$ cat config.mk
export PLATFORM = sky130hd
export DESIGN_NAME = double_ended_queue
export DESIGN_NICKNAME = d
export VERILOG_FILES = /design/src/sv/dq_pkg.sv /design/src/sv/double_ended_queue.sv /design/src/sv/dq_dpath.sv /design/src/sv/dq_ctrl.sv
export SDC_FILE = /design/constraint.sdc
export NUM_CORES = 2
export LEC_CHECK = 0
export ABC_CLOCK_PERIOD_IN_PS = 5100
export BUFFER_PORTS_ARGS = -buffer_cell sky130_fd_sc_hd__buf_2
export CORE_ASPECT_RATIO = 1.25
export CORE_MARGIN = 2
export CORE_UTILIZATION = 32
export CTS_CLUSTER_SIZE = 10
export DETAILED_ROUTE_END_ITERATION = 10
export GPL_TIMING_DRIVEN = 0
export REMOVE_ABC_BUFFERS = 1
export SLEW_MARGIN = 20
export SYNTH_ARGS = -nofsm -noshare
export SYNTH_HDL_FRONTEND = slang
export SYNTH_HIERARCHICAL = 1
export SYNTH_SLANG_ARGS = --single-unit
$ cat constraint.sdc
create_clock -name clock -period 5.1 [get_ports clock]
set_clock_uncertainty 0.05 [all_clocks]
set_input_delay 1.02 -clock clock [delete_from_list [all_inputs] [get_ports clock]]
set_output_delay 1.02 -clock clock [all_outputs]
set_load 0.01 [all_outputs]
$ cat src/sv/dq_pkg.sv
// Shared types, constants and helpers for the double-ended queue.
// Used by the controller, the datapath and the port checker.
package dq_pkg;

   // Ring store geometry
   localparam int QUEUE_DEPTH = 64;
   localparam int IDX_W       = (QUEUE_DEPTH > 1) ? $clog2(QUEUE_DEPTH) : 1;
   localparam int CNT_W       = $clog2(QUEUE_DEPTH + 1);
   localparam int DATA_W      = 32;
   localparam int OP_W        = 3;
   localparam int STS_W       = 2;

   localparam logic [IDX_W:0]   DEPTH_EXT = (IDX_W + 1)'(QUEUE_DEPTH);
   localparam logic [IDX_W-1:0] DEPTH_M1  = IDX_W'(QUEUE_DEPTH - 1);
   localparam logic [CNT_W-1:0] DEPTH_CNT = CNT_W'(QUEUE_DEPTH);

   // Operation codes; 6 and 7 are unused and ignored
   typedef enum logic [OP_W-1:0] {
      OP_PUSH_FRONT = 3'd0,
      OP_PUSH_BACK  = 3'd1,
      OP_POP_FRONT  = 3'd2,
      OP_POP_BACK   = 3'd3,
      OP_LIST_FWD   = 3'd4,
      OP_LIST_BWD   = 3'd5
   } op_type;

   // Result status codes
   typedef enum logic [STS_W-1:0] {
      STS_OK    = 2'd0,
      STS_EMPTY = 2'd1,
      STS_FULL  = 2'd2
   } sts_code_type;

   // Controller to datapath commands
   typedef struct packed {
      logic         push_front;
      logic         push_back;
      logic         pop_front;
      logic         pop_back;
      logic         list_init;
      logic         list_fwd;
      logic         list_step;
      logic         out_load;
      logic         out_use_rd;
      sts_code_type out_status;
      logic         out_last;
   } dq_cmd_type;

   // Datapath to controller status
   typedef struct packed {
      logic empty;
      logic full;
      logic list_last;
   } dq_sts_type;

   // (base + offset) modulo QUEUE_DEPTH, both operands below QUEUE_DEPTH
   function automatic logic [IDX_W-1:0] ring_add(input logic [IDX_W-1:0] base,
                                                 input logic [IDX_W-1:0] offset);
      logic [IDX_W:0] sum;
      sum = {1'b0, base} + {1'b0, offset};
      if (sum >= DEPTH_EXT) begin
         sum = sum - DEPTH_EXT;
      end
      return sum[IDX_W-1:0];
   endfunction

endpackage

$ cat src/sv/double_ended_queue.sv
// Top level of the double-ended queue of signed 32-bit words.
// Joins dq_ctrl and dq_dpath; depends on dq_pkg.
//
//   channel  ports                                     role
//   req      req_valid/ready, req_operation, req_value  operation in
//   rsp      rsp_valid/ready, rsp_item/status/last      result words out
//
// Push and pop: the accept edge also does the store write or the registered
// store read, then ST_RESP loads the result word once the output is free.
// A list does one store read to start, then one word per cycle while rsp is
// not stalled, each word's fetch overlapping the previous word's output.
// A new operation is taken once the last word of the previous one sits in the
// output register; reset is synchronous and empties the queue at once.
// A stalled rsp side holds the output word and the list walk in place.
module double_ended_queue
   import dq_pkg::*;
(
   input  logic                     clock,
   input  logic                     reset,
   input  logic                     req_valid,
   output logic                     req_ready,
   input  logic [OP_W-1:0]          req_operation,
   input  logic signed [DATA_W-1:0] req_value,
   output logic                     rsp_valid,
   input  logic                     rsp_ready,
   output logic signed [DATA_W-1:0] rsp_item,
   output logic [STS_W-1:0]         rsp_status,
   output logic                     rsp_last
);

   dq_cmd_type cmd;
   dq_sts_type sts;
   logic [DATA_W-1:0] item_raw;

   dq_ctrl u_ctrl (
      .clock         (clock),
      .reset         (reset),
      .req_valid     (req_valid),
      .req_ready     (req_ready),
      .req_operation (req_operation),
      .rsp_valid     (rsp_valid),
      .rsp_ready     (rsp_ready),
      .sts           (sts),
      .cmd           (cmd)
   );

   dq_dpath u_dpath (
      .clock      (clock),
      .reset      (reset),
      .req_value  (req_value),
      .cmd        (cmd),
      .sts        (sts),
      .rsp_item   (item_raw),
      .rsp_status (rsp_status),
      .rsp_last   (rsp_last)
   );

   assign rsp_item = signed'(item_raw);

endmodule

$ cat src/sv/dq_dpath.sv
// Datapath of the double-ended queue: ring store, front pointer, count,
// list walker and result word register. Depends on dq_pkg.
module dq_dpath
   import dq_pkg::*;
(
   input  logic              clock,
   input  logic              reset,
   input  logic [DATA_W-1:0] req_value,
   input  dq_cmd_type        cmd,
   output dq_sts_type        sts,
   output logic [DATA_W-1:0] rsp_item,
   output logic [STS_W-1:0]  rsp_status,
   output logic              rsp_last
);

   logic [DATA_W-1:0] mem [QUEUE_DEPTH];
   logic [DATA_W-1:0] rd_data_ff;

   logic [IDX_W-1:0] front_ff, front_in;
   logic [CNT_W-1:0] count_ff, count_in;
   logic [IDX_W-1:0] lst_off_ff, lst_off_in;
   logic [CNT_W-1:0] lst_left_ff, lst_left_in;
   logic             lst_fwd_ff, lst_fwd_in;

   logic [DATA_W-1:0] rsp_item_ff;
   logic [STS_W-1:0]  rsp_status_ff;
   logic              rsp_last_ff;

   logic [IDX_W-1:0] count_lo, count_m1, next_off, back_addr;
   logic [IDX_W-1:0] rd_addr, wr_addr;
   logic             rd_en, wr_en;
   logic [CNT_W-1:0] count_dec;

   // Offsets derived from the count; count is nonzero whenever count_m1 is used
   assign count_lo  = count_ff[IDX_W-1:0];
   assign count_dec = count_ff - CNT_W'(1);
   assign count_m1  = count_dec[IDX_W-1:0];
   assign back_addr = ring_add(front_ff, count_m1);
   assign next_off  = lst_fwd_ff ? lst_off_ff + IDX_W'(1) : lst_off_ff - IDX_W'(1);

   // Status to the controller
   assign sts.empty     = (count_ff == '0);
   assign sts.full      = (count_ff == DEPTH_CNT);
   assign sts.list_last = (lst_left_ff == CNT_W'(1));

   // Read address select
   always_comb begin
      rd_en   = cmd.pop_front | cmd.pop_back | cmd.list_init | cmd.list_step;
      rd_addr = ring_add(front_ff, next_off);
      if (cmd.pop_front) begin
         rd_addr = front_ff;
      end else if (cmd.pop_back) begin
         rd_addr = back_addr;
      end else if (cmd.list_init) begin
         rd_addr = cmd.list_fwd ? front_ff : back_addr;
      end
   end

   // Write address select
   always_comb begin
      wr_en   = cmd.push_front | cmd.push_back;
      wr_addr = ring_add(front_ff, count_lo);
      if (cmd.push_front) begin
         wr_addr = ring_add(front_ff, DEPTH_M1);
      end
   end

   // Pointer and count updates
   always_comb begin
      front_in = front_ff;
      count_in = count_ff;
      if (cmd.push_front) begin
         front_in = ring_add(front_ff, DEPTH_M1);
         count_in = count_ff + CNT_W'(1);
      end else if (cmd.push_back) begin
         count_in = count_ff + CNT_W'(1);
      end else if (cmd.pop_front) begin
         front_in = ring_add(front_ff, IDX_W'(1));
         count_in = count_dec;
      end else if (cmd.pop_back) begin
         count_in = count_dec;
      end
   end

   // List walker: offset from front and words left to emit
   always_comb begin
      lst_off_in  = lst_off_ff;
      lst_left_in = lst_left_ff;
      lst_fwd_in  = lst_fwd_ff;
      if (cmd.list_init) begin
         lst_fwd_in  = cmd.list_fwd;
         lst_off_in  = cmd.list_fwd ? '0 : count_m1;
         lst_left_in = count_ff;
      end else if (cmd.list_step) begin
         lst_off_in  = next_off;
         lst_left_in = lst_left_ff - CNT_W'(1);
      end
   end

   // Control registers
   always_ff @(posedge clock) begin
      if (reset) begin
         front_ff <= '0;
         count_ff <= '0;
      end else begin
         front_ff <= front_in;
         count_ff <= count_in;
      end
   end

   // Walker registers; only meaningful after list_init
   always_ff @(posedge clock) begin
      lst_off_ff  <= lst_off_in;
      lst_left_ff <= lst_left_in;
      lst_fwd_ff  <= lst_fwd_in;
   end

   // Ring store, registered read
   always_ff @(posedge clock) begin
      if (wr_en) begin
         mem[wr_addr] <= req_value;
      end
      if (rd_en) begin
         rd_data_ff <= mem[rd_addr];
      end
   end

   // Result word register
   always_ff @(posedge clock) begin
      if (cmd.out_load) begin
         rsp_item_ff   <= cmd.out_use_rd ? rd_data_ff : '0;
         rsp_status_ff <= cmd.out_status;
         rsp_last_ff   <= cmd.out_last;
      end
   end

   assign rsp_item   = rsp_item_ff;
   assign rsp_status = rsp_status_ff;
   assign rsp_last   = rsp_last_ff;

endmodule

$ cat src/sv/dq_ctrl.sv
// Controller of the double-ended queue: request decode, sequencing of
// single results and list walks, result valid. Depends on dq_pkg.
module dq_ctrl
   import dq_pkg::*;
(
   input  logic            clock,
   input  logic            reset,
   input  logic            req_valid,
   output logic            req_ready,
   input  logic [OP_W-1:0] req_operation,
   output logic            rsp_valid,
   input  logic            rsp_ready,
   input  dq_sts_type      sts,
   output dq_cmd_type      cmd
);

   typedef enum logic [1:0] {
      ST_IDLE,
      ST_RESP,
      ST_LIST
   } state_type;

   state_type    state_ff;
   logic         rsp_valid_ff;
   sts_code_type pend_status_ff;
   logic         pend_use_rd_ff;

   logic   accept, out_free;
   op_type op;

   assign op        = op_type'(req_operation);
   assign req_ready = (state_ff == ST_IDLE);
   assign accept    = req_valid & req_ready;
   assign out_free  = ~rsp_valid_ff | rsp_ready;
   assign rsp_valid = rsp_valid_ff;

   // Commands to the datapath
   always_comb begin
      cmd = '0;
      cmd.out_status = STS_OK;
      case (state_ff)
         ST_IDLE: begin
            if (accept) begin
               case (op)
                  OP_PUSH_FRONT: cmd.push_front = ~sts.full;
                  OP_PUSH_BACK:  cmd.push_back  = ~sts.full;
                  OP_POP_FRONT:  cmd.pop_front  = ~sts.empty;
                  OP_POP_BACK:   cmd.pop_back   = ~sts.empty;
                  OP_LIST_FWD: begin
                     cmd.list_init = ~sts.empty;
                     cmd.list_fwd  = 1'b1;
                  end
                  OP_LIST_BWD:   cmd.list_init  = ~sts.empty;
                  default:       cmd.list_init  = 1'b0;
               endcase
            end
         end
         ST_RESP: begin
            if (out_free) begin
               cmd.out_load   = 1'b1;
               cmd.out_use_rd = pend_use_rd_ff;
               cmd.out_status = pend_status_ff;
               cmd.out_last   = 1'b1;
            end
         end
         ST_LIST: begin
            // Emit the fetched word and fetch the next in the same cycle
            if (out_free) begin
               cmd.out_load   = 1'b1;
               cmd.out_use_rd = 1'b1;
               cmd.out_last   = sts.list_last;
               cmd.list_step  = ~sts.list_last;
            end
         end
         default: cmd = '0;
      endcase
   end

   // State and registered outputs
   always_ff @(posedge clock) begin
      if (reset) begin
         state_ff       <= ST_IDLE;
         rsp_valid_ff   <= 1'b0;
         pend_status_ff <= STS_OK;
         pend_use_rd_ff <= 1'b0;
      end else begin
         if (cmd.out_load) begin
            rsp_valid_ff <= 1'b1;
         end else if (rsp_ready) begin
            rsp_valid_ff <= 1'b0;
         end
         case (state_ff)
            ST_IDLE: begin
               if (accept) begin
                  case (op)
                     OP_PUSH_FRONT, OP_PUSH_BACK: begin
                        state_ff       <= ST_RESP;
                        pend_status_ff <= sts.full ? STS_FULL : STS_OK;
                        pend_use_rd_ff <= 1'b0;
                     end
                     OP_POP_FRONT, OP_POP_BACK: begin
                        state_ff       <= ST_RESP;
                        pend_status_ff <= sts.empty ? STS_EMPTY : STS_OK;
                        pend_use_rd_ff <= ~sts.empty;
                     end
                     OP_LIST_FWD, OP_LIST_BWD: begin
                        state_ff       <= sts.empty ? ST_RESP : ST_LIST;
                        pend_status_ff <= STS_EMPTY;
                        pend_use_rd_ff <= 1'b0;
                     end
                     default: state_ff <= ST_IDLE;
                  endcase
               end
            end
            ST_RESP: begin
               if (out_free) begin
                  state_ff <= ST_IDLE;
               end
            end
            ST_LIST: begin
               if (out_free && sts.list_last) begin
                  state_ff <= ST_IDLE;
               end
            end
            default: state_ff <= ST_IDLE;
         endcase
      end
   end

endmodule

==> impl_metrics.prom <==
# TYPE chip_impl_metric gauge
chip_impl_info{name="r2r-end",value="u_dpath/rd_data_ff[29]"} 1
chip_impl_info{name="path_cells",value="inv_1, ha_4, nand2_4, or4b_4, nor2_4, buf_6, buf_4, or2_0, and2_1, a221oi_4, buf_8, buf_8, nor2_4, buf_16, a22oi_1, o221ai_1, nand2_1, a32oi_4"} 1
chip_impl_metric{name="yosys_register_bits",unit=""} 2148
chip_impl_metric{name="timing.max_cap.violations",unit=""} 0
chip_impl_metric{name="hold-path-cell-count",unit=""} 2
chip_impl_metric{name="grt_use_met1",unit=""} 0.2340
chip_impl_metric{name="floorplan.initialDensity",unit=""} 0.3219
chip_impl_metric{name="area_of_the_multi_input_gates",unit="um^2"} 20100
chip_impl_info{name="yosysMostFrequentCell",value="sky130_fd_sc_hd__edfxtp_1"} 1
chip_impl_metric{name="synth.yosys.seq_area_share",unit=""} 0.7559
chip_impl_metric{name="worst_ir_drop_vdd",unit="V"} 0.0002973
chip_impl_info{name="synth.top_cells.by_area",value="sky130_fd_sc_hd__edfxtp_1 75%, sky130_fd_sc_hd__nand2_1 5.2%, sky130_fd_sc_hd__nand3_1 2.4%, sky130_fd_sc_hd__mux4_2 2.2%, sky130_fd_sc_hd__mux2i_1 2.1%"} 1
chip_impl_metric{name="maximum_number_of_buffers_from_clock_root_to_sink",unit=""} 3
chip_impl_metric{name="seq_power_share",unit=""} 0.454
chip_impl_metric{name="finish.utilization",unit=""} 0.3882
chip_impl_metric{name="detailedRoute.firstIterationViolations",unit=""} 6681
chip_impl_info{name="synth_commonest_cells",value="2129 x sky130_fd_sc_hd__edfxtp_1, 1184 x sky130_fd_sc_hd__nand2_1, 416 x sky130_fd_sc_hd__nand3_1"} 1
chip_impl_metric{name="achievable-frequency",unit="GHz"} 0.1950
chip_impl_metric{name="clkSlewWorstSetupHoldPaths",unit="ps"} 60
chip_impl_metric{name="worst-endpoint-arrival",unit="ps"} 5740
chip_impl_metric{name="p_int",unit="mW"} 30.94
chip_impl_info{name="rsz0062_at_grt",value="yes"} 1
chip_impl_metric{name="period_minus_slack",unit="ps"} 5129
chip_impl_metric{name="die-area",unit="um^2"} 270000
chip_impl_metric{name="num_cts_buffers",unit=""} 235
chip_impl_metric{name="critical-path-max-stage-delay",unit="ps"} 670
chip_impl_metric{name="dpl.cell_count",unit=""} 9152
chip_impl_metric{name="drt_wirelength",unit="um"} 259600
chip_impl_metric{name="cp.required",unit="ps"} 5710
chip_impl_metric{name="ys_warn_count",unit=""} 6
chip_impl_metric{name="post-synth-top-area-fraction",unit=""} 0.7515
chip_impl_metric{name="worstRegToRegCells",unit=""} 18
chip_impl_metric{name="finalNetCount",unit=""} 6045
chip_impl_metric{name="layout.cells.non_filler",unit=""} 9545
chip_impl_info{name="slowest_stage",value="sky130_fd_sc_hd__nor2_4"} 1
chip_impl_metric{name="max-slew-margin-rel",unit=""} 0.2720
chip_impl_metric{name="routed_via_count_divided_by_cell_count",unit=""} 5.589
chip_impl_metric{name="grt.overflow.total",unit=""} 0
chip_impl_metric{name="post_synth_inst_count",unit=""} 5711
chip_impl_metric{name="layout.filler_cells",unit=""} 23630
chip_impl_metric{name="crit_fanout",unit=""} 15
chip_impl_metric{name="htreeDepth",unit=""} 4
chip_impl_metric{name="antenna_violations_before_repair",unit=""} 20
chip_impl_metric{name="clock_latency",unit="ps"} 910
chip_impl_info{name="critical_path.endpoint_type",value="flip-flop"} 1
chip_impl_metric{name="switching_power",unit="mW"} 12.19
chip_impl_info{name="timing.critical_path.from_type",value="flip-flop"} 1
chip_impl_metric{name="synth.cell_area",unit="um^2"} 85080
chip_impl_metric{name="final.period_utilization",unit=""} 1.006
chip_impl_metric{name="comb_power_share",unit=""} 0.204
chip_impl_info{name="run_status",value="finished, violations left"} 1
chip_impl_info{name="synth_area_leader_cell",value="sky130_fd_sc_hd__edfxtp_1"} 1
chip_impl_metric{name="overall_power_consumption",unit="mW"} 43.13
chip_impl_info{name="grt_peak_use_layer",value="met2"} 1
chip_impl_metric{name="global_route.usage.met2",unit=""} 0.3052
chip_impl_metric{name="final.setup.worst_slack",unit="ps"} -29.32
chip_impl_info{name="hp-class",value="flip-flop to flip-flop"} 1
chip_impl_metric{name="count_of_buffers_from_port_buffering",unit=""} 75
chip_impl_metric{name="powerDensity",unit="nW/um^2"} 420.5
chip_impl_metric{name="gp_routability_congestion",unit=""} 0.8042
chip_impl_info{name="cts_tree",value="yes"} 1
chip_impl_metric{name="synth-edff-count",unit=""} 2129
chip_impl_metric{name="place_hpwl",unit="um"} 153000
chip_impl_metric{name="ff_latch_area",unit="um^2"} 64320
chip_impl_metric{name="num_io_pins",unit=""} 76
chip_impl_metric{name="wire_length_of_the_first_global_routing_pass",unit="um"} 367300
chip_impl_metric{name="drc_errors_left",unit=""} 0
chip_impl_metric{name="wl_per_cell",unit="um"} 27.19
chip_impl_info{name="postSynth.topFlopCell",value="sky130_fd_sc_hd__edfxtp_1"} 1
chip_impl_metric{name="die_h",unit="um"} 580.5
chip_impl_metric{name="synth_cell_types",unit=""} 74
chip_impl_metric{name="areaGrowthSynthToFinish",unit="%"} 20.58
chip_impl_metric{name="std_cell_rows",unit=""} 211
chip_impl_metric{name="hold_fails_final_rpt",unit=""} 0
chip_impl_info{name="clock_tree.root_cell",value="sky130_fd_sc_hd__clkbuf_16"} 1
chip_impl_metric{name="static-leakage-power",unit="nW"} 33.86
chip_impl_metric{name="synth_async_sr_flop_share",unit=""} 0
chip_impl_metric{name="drv_slew",unit=""} 0
chip_impl_metric{name="clkSinkCount",unit=""} 2148
chip_impl_metric{name="reg2reg_slack",unit="ps"} -30
chip_impl_metric{name="fp.dieW",unit="um"} 465.2
chip_impl_metric{name="final-setup-viol-count",unit=""} 1
chip_impl_metric{name="routed-via-count",unit=""} 53350
chip_impl_metric{name="worst-slew-pin-transition",unit="ps"} 1089
chip_impl_info{name="critical_path_class",value="flip-flop to flip-flop"} 1
chip_impl_info{name="hp-start",value="u_ctrl/pend_use_rd_ff"} 1
chip_impl_metric{name="design.core.area",unit="um^2"} 264300
chip_impl_info{name="failed_checks",value="negative setup slack"} 1
chip_impl_metric{name="switching_share",unit=""} 0.2826
chip_impl_metric{name="largest_net_degree_at_the_start_of_global_routing",unit=""} 65
chip_impl_metric{name="route.antenna.remaining_nets",unit=""} 0
chip_impl_metric{name="place_worst_setup_slack",unit="ps"} -2248
chip_impl_metric{name="avgSynthCellArea",unit="um^2"} 14.90
chip_impl_metric{name="drive_gt1_frac",unit=""} 0.1501
chip_impl_info{name="terminating_pin_of_the_worst_hold_path",value="u_ctrl/pend_use_rd_ff"} 1
chip_impl_metric{name="fin_worst_hold_slack",unit="ps"} 429.6
chip_impl_metric{name="clkPwrFrac",unit=""} 0.341
chip_impl_metric{name="drt_pre_antenna_iters",unit=""} 7
chip_impl_metric{name="grt_util_all_layers",unit=""} 0.1857
chip_impl_metric{name="vias_in_the_first_global_route",unit=""} 51760
chip_impl_metric{name="globalRouteMet3Util",unit=""} 0.03592
chip_impl_info{name="worstReg2RegStart",value="u_ctrl/state_ff[1]"} 1
## critical path, delay by kind of cell (launching register included)
family / cells / cell delay (ps)
AOI/OAI and AO/OA: 4 / 820
DFF: 1 / 330
buffers and inverters: 6 / 1070
adders and majority gates: 1 / 190
and+or+nand+nor: 7 / 2310
## flip-flops by register name, summed over array words and instances (netlist names)
name / cells
u_dpath/rsp_item: 32
u_dpath/rsp_last: 1
u_dpath/lst_fwd_ff: 1
u_dpath/rsp_status: 2
u_dpath/lst_off_ff: 6
u_ctrl/pend_status_ff: 2
u_dpath/count_ff: 7
u_ctrl/rsp_valid: 1
u_dpath/lst_left_ff: 7
u_ctrl/pend_use_rd_ff: 1
u_dpath/front_ff: 6
u_ctrl/state_ff: 2
u_dpath/rd_data_ff: 32
u_dpath/mem: 2048
## layout make-up
cell class | instances | area share
Sequential cell | 2148 | 0.6270
Multi-Input combinational cell | 3174 | 0.1959
Timing Repair Buffer | 392 | 0.07124
Clock buffer | 262 | 0.05883
Tap cell | 3514 | 0.04286
Clock inverter | 19 | 0.002988
Inverter | 22 | 0.0008050
Antenna cell | 14 | 0.0003415
## placed cells by master, fill, tap and decap left out, types with 47 or more instances in the layout
cell type,synthesis,routed
sky130_fd_sc_hd__a32o_1,47,47
sky130_fd_sc_hd__mux2i_1,180,176
sky130_fd_sc_hd__edfxtp_1,2129,2129
sky130_fd_sc_hd__mux4_2,84,84
sky130_fd_sc_hd__nand3_1,416,412
sky130_fd_sc_hd__a22oi_1,84,84
sky130_fd_sc_hd__nand2_1,1184,1179
sky130_fd_sc_hd__a21oi_1,318,315
sky130_fd_sc_hd__a221oi_1,100,95
sky130_fd_sc_hd__nor2_1,142,64
sky130_fd_sc_hd__clkbuf_16,0,241
sky130_fd_sc_hd__buf_16,0,127
sky130_fd_sc_hd__a32oi_1,83,81
sky130_fd_sc_hd__buf_4,12,89
sky130_fd_sc_hd__o21ai_0,81,79
sky130_fd_sc_hd__buf_12,0,95
sky130_fd_sc_hd__nor2_4,0,77
## what timing repair did
action	4_1_cts	5_1_grt
setup endpoints to repair	269	188
hold buffers	0	0
pin swaps	28	15
resized for setup	75	12
buffers inserted	44	19
cloned	31	5
## cell families (layout without fill, tap and decap cells)
group,count (synthesis),after routing,synth area share
and+or+nand+nor,1896,1899,0.09471
xor gates and xnor gates,38,38,0.003912
other,0,14,0
AOI/OAI and AO/OA,930,933,0.07499
adders and majority gates,33,33,0.005206
buffers and inverters,395,695,0.02090
muxes,271,271,0.04434
DFF,2148,2148,0.7559
## through the flow
| step | cell area [um^2] | TNS [ps] |
|---|---|---|
| 2_1_floorplan | 83380 | -727150 |
| 3_3_place_gp | 88150 | -6474800 |
| 3_5_place_dp | 94240 | -115250 |
| 4_1_cts | 102200 | 0 |
| 5_1_grt | 102600 | -14.46 |
| 6_report | 102600 | -29.32 |
## worst max path at each step
stage	startpoint	endpoint	slack, ps	cells past startpoint
floorplan	req_valid	u_dpath/rd_data_ff[12]	-25590	9
global placement	req_operation[1]	u_dpath/rd_data_ff[6]	-73320	10
detailed placement	req_valid	u_dpath/rd_data_ff[29]	-2250	18
CTS	u_dpath/lst_fwd_ff	u_dpath/rd_data_ff[8]	1	15
global route	u_dpath/lst_fwd_ff	u_dpath/rd_data_ff[8]	-10	15
finish	u_ctrl/state_ff[1]	u_dpath/rd_data_ff[29]	-30	18
## power by group through the flow
stage / Combinational (mW) / Clock, mW / Sequential, mW
2_1_floorplan: 6.25 / 0 / 19.9
3_5_place_dp: 7.82 / 0 / 20.0
6_report: 8.82 / 14.7 / 19.6
3_3_place_gp: 8.91 / 0 / 20.0
4_1_cts: 8.57 / 14.9 / 19.6
5_1_grt: 9.19 / 15.6 / 19.6
## routing by layer
| layer | share of wire | wire length (um) |
|---|---|---|
| met2 | 0.48 | 125400 |
| met4 | 0.052 | 13460 |
| met1 | 0.37 | 96030 |
| met3 | 0.095 | 24560 |
| met5 | 0.00033 | 86 |
Note: power is estimated with default switching activity, not from simulation.
